## config.mk

```make
export PLATFORM = sky130hd
export DESIGN_NAME = thumb_data_processing_execute
export DESIGN_NICKNAME = d
export VERILOG_FILES = /design/src/rtl/tdpe_pkg.sv /design/src/rtl/thumb_data_processing_execute.sv /design/src/rtl/tdpe_ram.sv /design/src/rtl/tdpe_exec.sv
export SDC_FILE = /design/constraint.sdc
export NUM_CORES = 2
export LEC_CHECK = 0
export BUFFER_PORTS_ARGS = -buffer_cell sky130_fd_sc_hd__buf_2
export CORE_ASPECT_RATIO = 0.5
export CORE_UTILIZATION = 50
export DETAILED_ROUTE_END_ITERATION = 8
export PLACE_DENSITY_LB_ADDON = 0.08
export SYNTH_ARGS = -nofsm -noshare
export SYNTH_HDL_FRONTEND = slang
export SYNTH_HIERARCHICAL = 1
export SYNTH_SLANG_ARGS = --single-unit
```

## constraint.sdc

```tcl
create_clock -name clk -period 13.3 [get_ports clk]
set_input_delay 1.33 -clock clk [delete_from_list [all_inputs] [get_ports clk]]
set_output_delay 1.33 -clock clk [all_outputs]
set_load 0.005 [all_outputs]
```

## src/rtl/tdpe_pkg.sv

```systemverilog
// Types, codes and operand decode shared by the Thumb execute block.
`default_nettype none

package tdpe_pkg;

    localparam int XLEN     = 32;
    localparam int IDX_W    = 4;
    localparam int NUM_REGS = 16;
    localparam logic [IDX_W-1:0] PC_IDX = 4'd15;

    typedef enum logic [1:0] {
        STATUS_OK        = 2'd0,
        STATUS_UNDEF     = 2'd1,
        STATUS_NOT_THUMB = 2'd2
    } status_t;

    // Top three bits of the instruction.
    localparam logic [2:0] GRP_SHIFT  = 3'd0;
    localparam logic [2:0] GRP_IMM8   = 3'd1;
    localparam logic [2:0] GRP_ALU_HI = 3'd2;

    // Bits 12:10 within the ALU and hi-register group.
    localparam logic [2:0] SUB_ALU = 3'd0;
    localparam logic [2:0] SUB_HI  = 3'd1;

    localparam logic [1:0] SH_LSL    = 2'd0;
    localparam logic [1:0] SH_LSR    = 2'd1;
    localparam logic [1:0] SH_ASR    = 2'd2;
    localparam logic [1:0] SH_ADDSUB = 2'd3;

    localparam logic [1:0] IMM_MOV = 2'd0;
    localparam logic [1:0] IMM_CMP = 2'd1;
    localparam logic [1:0] IMM_ADD = 2'd2;
    localparam logic [1:0] IMM_SUB = 2'd3;

    localparam logic [3:0] ALU_AND = 4'd0;
    localparam logic [3:0] ALU_EOR = 4'd1;
    localparam logic [3:0] ALU_LSL = 4'd2;
    localparam logic [3:0] ALU_LSR = 4'd3;
    localparam logic [3:0] ALU_NEG = 4'd9;
    localparam logic [3:0] ALU_ORR = 4'd12;
    localparam logic [3:0] ALU_BIC = 4'd14;
    localparam logic [3:0] ALU_MVN = 4'd15;

    localparam logic [1:0] HI_ADD = 2'd0;
    localparam logic [1:0] HI_MOV = 2'd2;
    localparam logic [1:0] HI_BX  = 2'd3;

    typedef struct packed {
        logic            kind;
        logic [15:0]     instruction;
        logic [IDX_W-1:0] load_index;
        logic [XLEN-1:0] load_value;
    } item_t;

    typedef struct packed {
        logic [XLEN-1:0]  next_pc;
        logic             reg_written;
        logic [IDX_W-1:0] dest_index;
        logic [XLEN-1:0]  dest_value;
        logic             thumb;
        status_t          status;
        logic             ram_we;
    } result_t;

    // Register read on the first operand port.
    function automatic logic [IDX_W-1:0] opnd_a_idx(input logic [15:0] ins);
        logic [IDX_W-1:0] idx;
        idx = {1'b0, ins[2:0]};
        if (ins[15:13] == GRP_SHIFT) begin
            idx = {1'b0, ins[5:3]};
        end else if (ins[15:13] == GRP_IMM8) begin
            idx = {1'b0, ins[10:8]};
        end else if (ins[12:10] == SUB_HI) begin
            idx = {ins[7], ins[2:0]};
        end
        return idx;
    endfunction

    // Register read on the second operand port.
    function automatic logic [IDX_W-1:0] opnd_b_idx(input logic [15:0] ins);
        logic [IDX_W-1:0] idx;
        idx = {1'b0, ins[5:3]};
        if (ins[15:13] == GRP_SHIFT) begin
            idx = {1'b0, ins[8:6]};
        end else if (ins[12:10] == SUB_HI) begin
            idx = {ins[6], ins[5:3]};
        end
        return idx;
    endfunction

endpackage

`default_nettype wire

```

## src/rtl/thumb_data_processing_execute.sv

```systemverilog
// Top level of the Thumb register-to-register execute block.
//
//   Channel  Direction  Handshake               Words
//   in       to block   in_valid / in_stall     kind, instruction, load_index, load_value
//   out      from block out_valid / out_stall   next_pc, reg_written, dest_index,
//                                               dest_value, in_thumb, status
//
// One word is taken in every cycle unless in_stall is high; it passes the input register, then
// the output register. Register reads happen from the RAM as a word is accepted, and write-back
// happens as a word moves to the output register; a write-back during a read is forwarded.
// Reset clears the register file through per-entry valid bits and sets Thumb mode at once.
// A stalled output holds its word while the next word waits in the input register.
`default_nettype none

module thumb_data_processing_execute (
    input  wire logic        clk,
    input  wire logic        rst_n,
    input  wire logic        in_valid,
    output logic             in_stall,
    input  wire logic        kind,
    input  wire logic [15:0] instruction,
    input  wire logic [3:0]  load_index,
    input  wire logic [31:0] load_value,
    output logic             out_valid,
    input  wire logic        out_stall,
    output logic [31:0]      next_pc,
    output logic             reg_written,
    output logic [3:0]       dest_index,
    output logic [31:0]      dest_value,
    output logic             in_thumb,
    output logic [1:0]       status
);

    logic                    s1_valid_reg;
    logic                    s1_valid_next;
    tdpe_pkg::item_t         item_reg;
    logic [3:0]              a_idx_reg;
    logic [3:0]              b_idx_reg;
    logic                    a_fwd_reg;
    logic                    a_fwd_next;
    logic                    b_fwd_reg;
    logic                    b_fwd_next;
    logic                    a_ok_reg;
    logic                    b_ok_reg;
    logic [31:0]             fwd_val_reg;
    logic [31:0]             pc_reg;
    logic                    thumb_reg;
    logic [15:0]             vld_reg;
    logic                    out_valid_reg;
    logic                    out_valid_next;
    tdpe_pkg::result_t       out_res_reg;

    logic                    accept;
    logic                    s1_adv;
    logic                    wb_en;
    logic [3:0]              a_idx_in;
    logic [3:0]              b_idx_in;
    logic [31:0]             ram_a;
    logic [31:0]             ram_b;
    logic [31:0]             opnd_a;
    logic [31:0]             opnd_b;
    tdpe_pkg::result_t       res;

    assign a_idx_in = tdpe_pkg::opnd_a_idx(instruction);
    assign b_idx_in = tdpe_pkg::opnd_b_idx(instruction);

    assign s1_adv   = s1_valid_reg && (!out_valid_reg || !out_stall);
    assign in_stall = s1_valid_reg && !s1_adv;
    assign accept   = in_valid && !in_stall;
    assign wb_en    = s1_adv && res.ram_we;

    assign a_fwd_next = wb_en && (res.dest_index == a_idx_in);
    assign b_fwd_next = wb_en && (res.dest_index == b_idx_in);

    assign s1_valid_next  = accept || (s1_valid_reg && !s1_adv);
    assign out_valid_next = s1_adv || (out_valid_reg && out_stall);

    tdpe_ram #(
        .WIDTH (tdpe_pkg::XLEN),
        .DEPTH (tdpe_pkg::NUM_REGS)
    ) u_regfile (
        .clk     (clk),
        .we      (wb_en),
        .waddr   (res.dest_index),
        .wdata   (res.dest_value),
        .re      (accept),
        .raddr_a (a_idx_in),
        .raddr_b (b_idx_in),
        .rdata_a (ram_a),
        .rdata_b (ram_b)
    );

    always_comb
    begin
        if (a_idx_reg == tdpe_pkg::PC_IDX)
        begin
            opnd_a = pc_reg;
        end
        else if (a_fwd_reg)
        begin
            opnd_a = fwd_val_reg;
        end
        else
        begin
            opnd_a = a_ok_reg ? ram_a : 32'd0;
        end

        if (b_idx_reg == tdpe_pkg::PC_IDX)
        begin
            opnd_b = pc_reg;
        end
        else if (b_fwd_reg)
        begin
            opnd_b = fwd_val_reg;
        end
        else
        begin
            opnd_b = b_ok_reg ? ram_b : 32'd0;
        end
    end

    tdpe_exec u_exec (
        .item   (item_reg),
        .opnd_a (opnd_a),
        .opnd_b (opnd_b),
        .pc     (pc_reg),
        .thumb  (thumb_reg),
        .res    (res)
    );

    always_ff @(posedge clk or negedge rst_n)
    begin
        if (!rst_n)
        begin
            s1_valid_reg  <= 1'b0;
            out_valid_reg <= 1'b0;
            pc_reg        <= '0;
            thumb_reg     <= 1'b1;
            vld_reg       <= '0;
        end
        else
        begin
            s1_valid_reg  <= s1_valid_next;
            out_valid_reg <= out_valid_next;
            if (s1_adv)
            begin
                pc_reg    <= res.next_pc;
                thumb_reg <= res.thumb;
            end
            if (wb_en)
            begin
                vld_reg[res.dest_index] <= 1'b1;
            end
        end
    end

    always_ff @(posedge clk)
    begin
        if (accept)
        begin
            item_reg.kind        <= kind;
            item_reg.instruction <= instruction;
            item_reg.load_index  <= load_index;
            item_reg.load_value  <= load_value;
            a_idx_reg            <= a_idx_in;
            b_idx_reg            <= b_idx_in;
            a_fwd_reg            <= a_fwd_next;
            b_fwd_reg            <= b_fwd_next;
            a_ok_reg             <= vld_reg[a_idx_in];
            b_ok_reg             <= vld_reg[b_idx_in];
            fwd_val_reg          <= res.dest_value;
        end
        if (s1_adv)
        begin
            out_res_reg <= res;
        end
    end

    assign out_valid   = out_valid_reg;
    assign next_pc     = out_res_reg.next_pc;
    assign reg_written = out_res_reg.reg_written;
    assign dest_index  = out_res_reg.dest_index;
    assign dest_value  = out_res_reg.dest_value;
    assign in_thumb    = out_res_reg.thumb;
    assign status      = out_res_reg.status;

endmodule

`default_nettype wire

```

## src/rtl/tdpe_ram.sv

```systemverilog
// Generic RAM with one write port and two registered read ports.
`default_nettype none

module tdpe_ram #(
    parameter int WIDTH = 32,
    parameter int DEPTH = 16
) (
    input  wire logic                     clk,
    input  wire logic                     we,
    input  wire logic [$clog2(DEPTH)-1:0] waddr,
    input  wire logic [WIDTH-1:0]         wdata,
    input  wire logic                     re,
    input  wire logic [$clog2(DEPTH)-1:0] raddr_a,
    input  wire logic [$clog2(DEPTH)-1:0] raddr_b,
    output logic      [WIDTH-1:0]         rdata_a,
    output logic      [WIDTH-1:0]         rdata_b
);

    logic [WIDTH-1:0] mem_reg [DEPTH];

    always_ff @(posedge clk)
    begin
        if (we)
        begin
            mem_reg[waddr] <= wdata;
        end
        if (re)
        begin
            rdata_a <= mem_reg[raddr_a];
            rdata_b <= mem_reg[raddr_b];
        end
    end

endmodule

`default_nettype wire

```

## src/rtl/tdpe_exec.sv

```systemverilog
// Decode and execute of one word against its operands, PC and mode.
`default_nettype none

module tdpe_exec (
    input  wire tdpe_pkg::item_t    item,
    input  wire logic [31:0]        opnd_a,
    input  wire logic [31:0]        opnd_b,
    input  wire logic [31:0]        pc,
    input  wire logic               thumb,
    output tdpe_pkg::result_t       res
);

    always_comb
    begin
        logic [15:0]       ins;
        logic [2:0]        grp;
        logic [1:0]        op2;
        logic [4:0]        imm5;
        logic [7:0]        amt8;
        logic [31:0]       addend;
        logic [31:0]       dv;
        logic [3:0]        di;
        logic              wr;
        logic              bx;
        tdpe_pkg::status_t st;

        ins    = item.instruction;
        grp    = ins[15:13];
        op2    = ins[12:11];
        imm5   = ins[10:6];
        amt8   = opnd_b[7:0];
        addend = ins[10] ? {29'd0, ins[8:6]} : opnd_b;
        dv     = '0;
        di     = '0;
        wr     = 1'b0;
        bx     = 1'b0;
        st     = tdpe_pkg::STATUS_OK;

        res.next_pc = pc;
        res.thumb   = thumb;
        res.ram_we  = 1'b0;

        if (item.kind)
        begin
            wr = 1'b1;
            di = item.load_index;
            dv = item.load_value;
            if (di == tdpe_pkg::PC_IDX)
            begin
                res.next_pc = dv;
            end
            else
            begin
                res.ram_we = 1'b1;
            end
        end
        else if (!thumb)
        begin
            st = tdpe_pkg::STATUS_NOT_THUMB;
        end
        else
        begin
            if (grp == tdpe_pkg::GRP_SHIFT)
            begin
                wr = 1'b1;
                di = {1'b0, ins[2:0]};
                unique case (op2)
                    tdpe_pkg::SH_LSL: dv = opnd_a << imm5;
                    tdpe_pkg::SH_LSR: dv = (imm5 == 5'd0) ? 32'd0 : (opnd_a >> imm5);
                    tdpe_pkg::SH_ASR: dv = (imm5 == 5'd0) ? {32{opnd_a[31]}}
                                                          : $unsigned($signed(opnd_a) >>> imm5);
                    tdpe_pkg::SH_ADDSUB: dv = ins[9] ? (opnd_a - addend) : (opnd_a + addend);
                    default: dv = '0;
                endcase
            end
            else if (grp == tdpe_pkg::GRP_IMM8)
            begin
                di = {1'b0, ins[10:8]};
                wr = (op2 != tdpe_pkg::IMM_CMP);
                unique case (op2)
                    tdpe_pkg::IMM_MOV: dv = {24'd0, ins[7:0]};
                    tdpe_pkg::IMM_ADD: dv = opnd_a + {24'd0, ins[7:0]};
                    tdpe_pkg::IMM_SUB: dv = opnd_a - {24'd0, ins[7:0]};
                    default:           dv = '0;
                endcase
            end
            else if (grp == tdpe_pkg::GRP_ALU_HI && ins[12:10] == tdpe_pkg::SUB_ALU)
            begin
                wr = 1'b1;
                di = {1'b0, ins[2:0]};
                unique case (ins[9:6])
                    tdpe_pkg::ALU_AND: dv = opnd_a & opnd_b;
                    tdpe_pkg::ALU_EOR: dv = opnd_a ^ opnd_b;
                    tdpe_pkg::ALU_LSL: dv = (amt8 >= 8'd32) ? 32'd0 : (opnd_a << amt8[4:0]);
                    tdpe_pkg::ALU_LSR: dv = (amt8 >= 8'd32) ? 32'd0 : (opnd_a >> amt8[4:0]);
                    tdpe_pkg::ALU_NEG: dv = 32'd0 - opnd_b;
                    tdpe_pkg::ALU_ORR: dv = opnd_a | opnd_b;
                    tdpe_pkg::ALU_BIC: dv = opnd_a & ~opnd_b;
                    tdpe_pkg::ALU_MVN: dv = ~opnd_b;
                    default:           st = tdpe_pkg::STATUS_UNDEF;
                endcase
            end
            else if (grp == tdpe_pkg::GRP_ALU_HI && ins[12:10] == tdpe_pkg::SUB_HI)
            begin
                di = {ins[7], ins[2:0]};
                unique case (ins[9:8])
                    tdpe_pkg::HI_ADD:
                    begin
                        wr = 1'b1;
                        dv = opnd_a + opnd_b;
                    end
                    tdpe_pkg::HI_MOV:
                    begin
                        wr = 1'b1;
                        dv = opnd_b;
                    end
                    tdpe_pkg::HI_BX:   bx = 1'b1;
                    default:           st = tdpe_pkg::STATUS_UNDEF;
                endcase
            end
            else
            begin
                st = tdpe_pkg::STATUS_UNDEF;
            end

            if (st != tdpe_pkg::STATUS_OK)
            begin
                wr = 1'b0;
            end
            else if (bx)
            begin
                wr          = 1'b0;
                res.thumb   = opnd_b[0];
                res.next_pc = {opnd_b[31:1], 1'b0};
            end
            else if (wr && di == tdpe_pkg::PC_IDX)
            begin
                dv[0]       = 1'b0;
                res.next_pc = dv;
            end
            else
            begin
                res.next_pc = pc + 32'd2;
                res.ram_we  = wr;
            end
        end

        if (!wr)
        begin
            di = '0;
            dv = '0;
        end

        res.reg_written = wr;
        res.dest_index  = di;
        res.dest_value  = dv;
        res.status      = st;
    end

endmodule

`default_nettype wire

```

; Yosys cells after proc, flatten, opt, wreduce, memory -nomap -nowiden
; Memory sizes are Yosys's and may differ from the RTL's. A register that Yosys moved wholly into a read port is not among the register bits.
; Index checks and enable logic that the tools add are counted.
[totals]
register_bits = 220
ram_bits = 512
inputBits = 57
out_inout_bits = 74
word_cells = 193
mem_count = 1
[memory_table]
columns = name, words, width, read_ports, rd_clocked_by_memory_dff, write_ports, line_no
row1 = u_regfile.mem_reg, 16, 32, 2, 2, 1, tdpe_ram.sv:19  ; logic [WIDTH-1:0] mem_reg [DEPTH];
[op_classes]
addsub = 7
magnitude_cmp = 5
n_eq_ne = 24
n_shift = 5
muxes = 91
bitwise_logic = 7
reduce_logical = 30
[op_table]
columns = cell, count
row1 = two-way mux 32 bit, 25
row2 = one-hot mux 32 bit (8 select lines), 1
row3 = one-hot mux 32 bit (4 select lines), 1
row4 = one-hot mux 32 bit (3 select lines), 1
row5 = adder 32 bit, 2
row6 = bitwise AND 32 bit, 2
row7 = one-hot mux 32 bit (2 select lines), 1
row8 = << shifter 32 x 5 -> 32 bit, 2
row9 = >> shifter 32 x 5 -> 32 bit, 2
row10 = two-way mux 4 bit, 14
row11 = two-way mux 1 bit, 39
row12 = "adder 32 x 2 -> 32 bit, second input constant", 1
row13 = adder 32 x 8 -> 32 bit, 1
row14 = "== test 4 bit, second input constant", 8
row15 = inverter 32 bit, 1
row16 = OR 32 bit, 1
row17 = >>> shifter 32 x 5 -> 32 bit, 1
row18 = "subtractor 1 x 32 -> 32 bit, first input constant", 1
row19 = subtractor 32 bit, 1
row20 = subtractor 32 x 8 -> 32 bit, 1
row21 = XOR 32 bit, 1
row22 = OR 16 bit, 1
row23 = "< comparator 4 x 5 -> 1 bit, second input constant", 3
row24 = "== test 3 x 1 -> 1 bit, second input constant", 4
row25 = other kinds (24), 54

; Depth between registers and ports, before layout
[logic_depth]
ltp_word = 19
ltp_mapped = 29
depth_no_buf = 22

; Hierarchy
; Netlist, hierarchy kept.
[by_module_without_submodules]
columns = mod, n_inst, cells_per_inst, area_per_inst_um2, seq_area_each_um2
row1 = tdpe_ram, 1, 1141, 24828.8, 17296.6
row2 = tdpe_exec, 1, 3079, 20589.7, 0.0
row3 = thumb_data_processing_execute, 1, 598, 8773.4, 6352.3

; Worst setup path after synthesis
; No wires, ideal clock.
[synth_path]
path_kind = register -> register
startpoint = register b_fwd_reg
endpoint = register out_res_reg, in the netlist dest_value[28] (data pin)
setup_ns = 0.364
arrival_ns = 6.072
t_required_ns = 12.936
setup_slack_ns = 6.864
stages_incl_launch_ff = 26
n_path_buf = 7
period_less_slack_ns = 6.436
path_cell_list = edfxtp_1 clkbuf_1 nor2b_1 clkbuf_1 a22oi_1 a21oi_1 buf_2 buf_2 buf_2 buf_2 buf_2 mux2i_1 ha_1 a21oi_1 a21oi_1 xnor2_1 ha_1 nand4_1 nor2_1 a21oi_1 o21ai_0 a311oi_1 o41ai_1 xor2_1 a21oi_1 a221oi_1
[synth_lines]
columns = item, line_no
row1 = start: declaration, thumb_data_processing_execute.sv:41  ; logic b_fwd_reg;
row2 = start signal: assignment, thumb_data_processing_execute.sv:168  ; b_fwd_reg <= b_fwd_next;
row3 = end signal: assignment, thumb_data_processing_execute.sv:175  ; out_res_reg <= res;
row4 = end: declaration, thumb_data_processing_execute.sv:51  ; tdpe_pkg::result_t out_res_reg;

==> results_dict.tcl <==
set metrics [dict create \
    ios 131 \
    synth_nets 5009 \
    final-hold-violation-count 0 \
    synthArstFlopShare_pct 6.41 \
    num_vias 48400 \
    fmax_mhz 127 \
    largest_reg_flops 512 \
    die_y_microns 235 \
    dp.final_hpwl_microns 170000 \
    fin_crit_ps 7870 \
    dpl.cell_count 6167 \
    cts_buffers 78 \
    clkSlewWorstSetupHoldPaths_ps 60 \
    p_int_mw 5.05 \
    fp.dieW_microns 468 \
    wl_per_cell_microns 39.5 \
    seq_power_share_pct 38.9 \
    grt_max_degree 139 \
    drt_iter0_drc 8762 \
    routed_wl_microns 250000 \
    synth_area_leaders "edfxtp_1, mux4_2, ha_1, a21oi_1, nand2_1" \
    slew_headroom_pct -6.17 \
    status "finished, violations left" \
    drv_cap 4 \
    slew_viol_final 15 \
    post-route-util_pct 56.1 \
    routed_via_density 7.66 \
    arrival_ps 8110 \
    grt_usage_pct 44.6 \
    fin_skew_ps 50.0 \
    antenna_left 0 \
    drive_gt1_share_pct 21.2 \
    nets 5019 \
    netlist.area_leader.share_pct 41.3 \
    path_max_fanout 40 \
    syn_area_per_cell_sq_um 11.2 \
    power_density_nw_per_um2 132 \
    worstMarginPinSlew_ps 1580 \
    clockBufferDepth 3 \
    area_growth_pct 10.1 \
    drc 0 \
    ys_seq_elements 796 \
    ir_drop_uv 162 \
    grt_pass1_vias 45000 \
    cts.htree.levels 3 \
    dominantRegCellSynth "edfxtp_1" \
    worstPathRequired_ps 13540 \
    cts_hold_buf 0 \
    netlist_top_cells_count "edfxtp_1, nand2_1, nor2_1, mux4_2, a21oi_1" \
    cts_resized 0 \
    comb_power_share_pct 32.4 \
    initial_utilization_pct 51.0 \
    synth_edf_count 745 \
    worstSetupPathType "reg -> reg" \
    synth_area_leader_cell "edfxtp_1" \
    rsz0062_at_grt "false" \
    violations "max-capacitance violations, max-slew violations" \
    yosysMostFrequentCell "edfxtp_1" \
    tns_ps 0 \
    synthDistinctLibCells 96 \
    core_sq_um 106000 \
    ys_seq_area_share_pct 43.6 \
    port_buffers 130 \
    hold_class "reg -> reg" \
    cp-end-kind "flip-flop" \
    grt_pass1_wl_microns 346000 \
    p_leak_nw 21.0 \
    syn_area_sq_um 54200 \
    sw_frac_of_total_pct 36.0 \
    overflow 0 \
    stdcell_count 6320 \
    place_congestion 1.12 \
    power_mw 7.89 \
    p_sw_mw 2.84 \
    pre_cts_ws_ps 5590 \
    layout_setup_ws_ps 5430 \
    clock_latency_ps 650 \
    cts_sinks 796 \
    clockRootBuffer "clkbuf_16" \
    cts_tree "yes" \
    yosysWarnings 6 \
    syn_inst 4818 \
    rows 84 \
    postCtsSetupRepairBufs 0 \
    clkPwrFrac_pct 28.7 \
    timing.final.crit_share_pct 59.2 \
    dieArea_sq_um 110000 \
    cp-start-kind "flip-flop" \
    firstDrtPassIters 9 \
    setup_viol 0 \
    antenna_found_initial 22 \
]
cell families (layout without fill, tap and decap cells):
family / count (synthesis) / after routing / synth area share [%]
fa+ha+maj: 134 / 134 / 3.14
xor+xnor: 132 / 132 / 2.13
buf+inv: 528 / 599 / 4.06
simple gates: 1315 / 1315 / 11.2
compound gates: 1355 / 1355 / 16.8
other cells: 0 / 12 / 0
mux: 558 / 558 / 19.0
flops: 796 / 796 / 43.6
worst max-delay path: stages, from the launching register on:
cell and delay, ps:
edfxtp_1 360, buf_4 260, nor2b_2 140, buf_4 330
a22oi_1 190, a21oi_4 480, inv_1 130, buf_4 310
nand2_1 260, mux2i_1 110, a21oi_1 780, o21ai_0 380
ha_1 500, nand4_1 250, nor2_1 160, a21oi_1 120
o21ai_0 600, and3_1 270, nor3_1 130, o41ai_2 890
buf_4 270, nand2_1 70, a22o_1 450
metrics by stage:
step / instance area, sq um / hold slack (ps)
after detailed placement: 57000 / 485
after CTS: 59600 / 499
after global routing: 59600 / 514
final: 59700 / 503
after floorplan: 54200 / 444
after global placement: 57000 / 462
area by class of cell:
cell class                      instances  area [sq um]
Sequential cell                       796         23600
Tap cell                             1419          1780
Fill cell                            8807         46600
Antenna cell                           12          30.0
Timing Repair Buffer                  344          2270
Inverter                              114           438
Multi-Input combinational cell       3494         28900
Clock inverter                         45           571
Clock buffer                           96          2050
path summary, 6_finish.rpt:
| check | startpoint | end | slack [ps] | depth (start not counted) |
|---|---|---|---|---|
| hold reg to reg | vld_reg[14]$_DFFE_PN0P_ | vld_reg[14]$_DFFE_PN0P_ | 500 | 1 |
| setup / recovery | b_fwd_reg$_DFFE_PP_ | u_regfile/mem_reg[0][14]$_DFFE_PP_ | 5430 | 22 |
| max in group asynchronous | rst_n | pc_reg[16]$_DFFE_PN0P_ | 11820 | 2 |
| min in group asynchronous | rst_n | vld_reg[15]$_DFFE_PN0P_ | 850 | 2 |
| hold / removal | vld_reg[14]$_DFFE_PN0P_ | vld_reg[14]$_DFFE_PN0P_ | 500 | 1 |
| setup reg to reg | b_fwd_reg$_DFFE_PP_ | u_regfile/mem_reg[0][14]$_DFFE_PP_ | 5430 | 22 |
layout by cell type (no fill, tap or decap), drive strengths merged, types with 31 or more instances in the layout:
cell type / count
nor3: 94
mux4: 370
clkinv: 31
nor4: 40
nand3: 103
edfxtp: 745
inv: 114
o211ai: 41
xor2: 42
a21oi: 318
o21ai: 234
clkbuf: 96
a22oi: 209
dfrtp: 50
ha: 131
mux2i: 116
nand4: 50
a21o: 65
and3: 35
nand2: 420
a31oi: 43
o31ai: 33
mux2: 72
a211oi: 60
nor2: 402
xnor2: 90
a221oi: 49
buf: 344
o22ai: 45
power by group through the flow:
stage | combinational, mW | sequential [mW] | clock (mW)
2_1_floorplan | 1.51 | 3.05 | 0
3_3_place_gp | 2.40 | 3.10 | 0
3_5_place_dp | 2.41 | 3.11 | 0
4_1_cts | 2.42 | 3.06 | 2.28
5_1_grt | 2.62 | 3.07 | 2.38
6_report | 2.56 | 3.06 | 2.26
metal layers:
metal  up-vias  routed length, microns  global-route usage [%]
met5         -                     198                       0
met4        26                   15900                    22.9
met2      4278                  100000                    60.9
met1     24100                   94000                    61.3
met3       970                   39200                    17.0
li1      19100                       -                       -
Note: power is estimated with default switching activity, not from simulation.
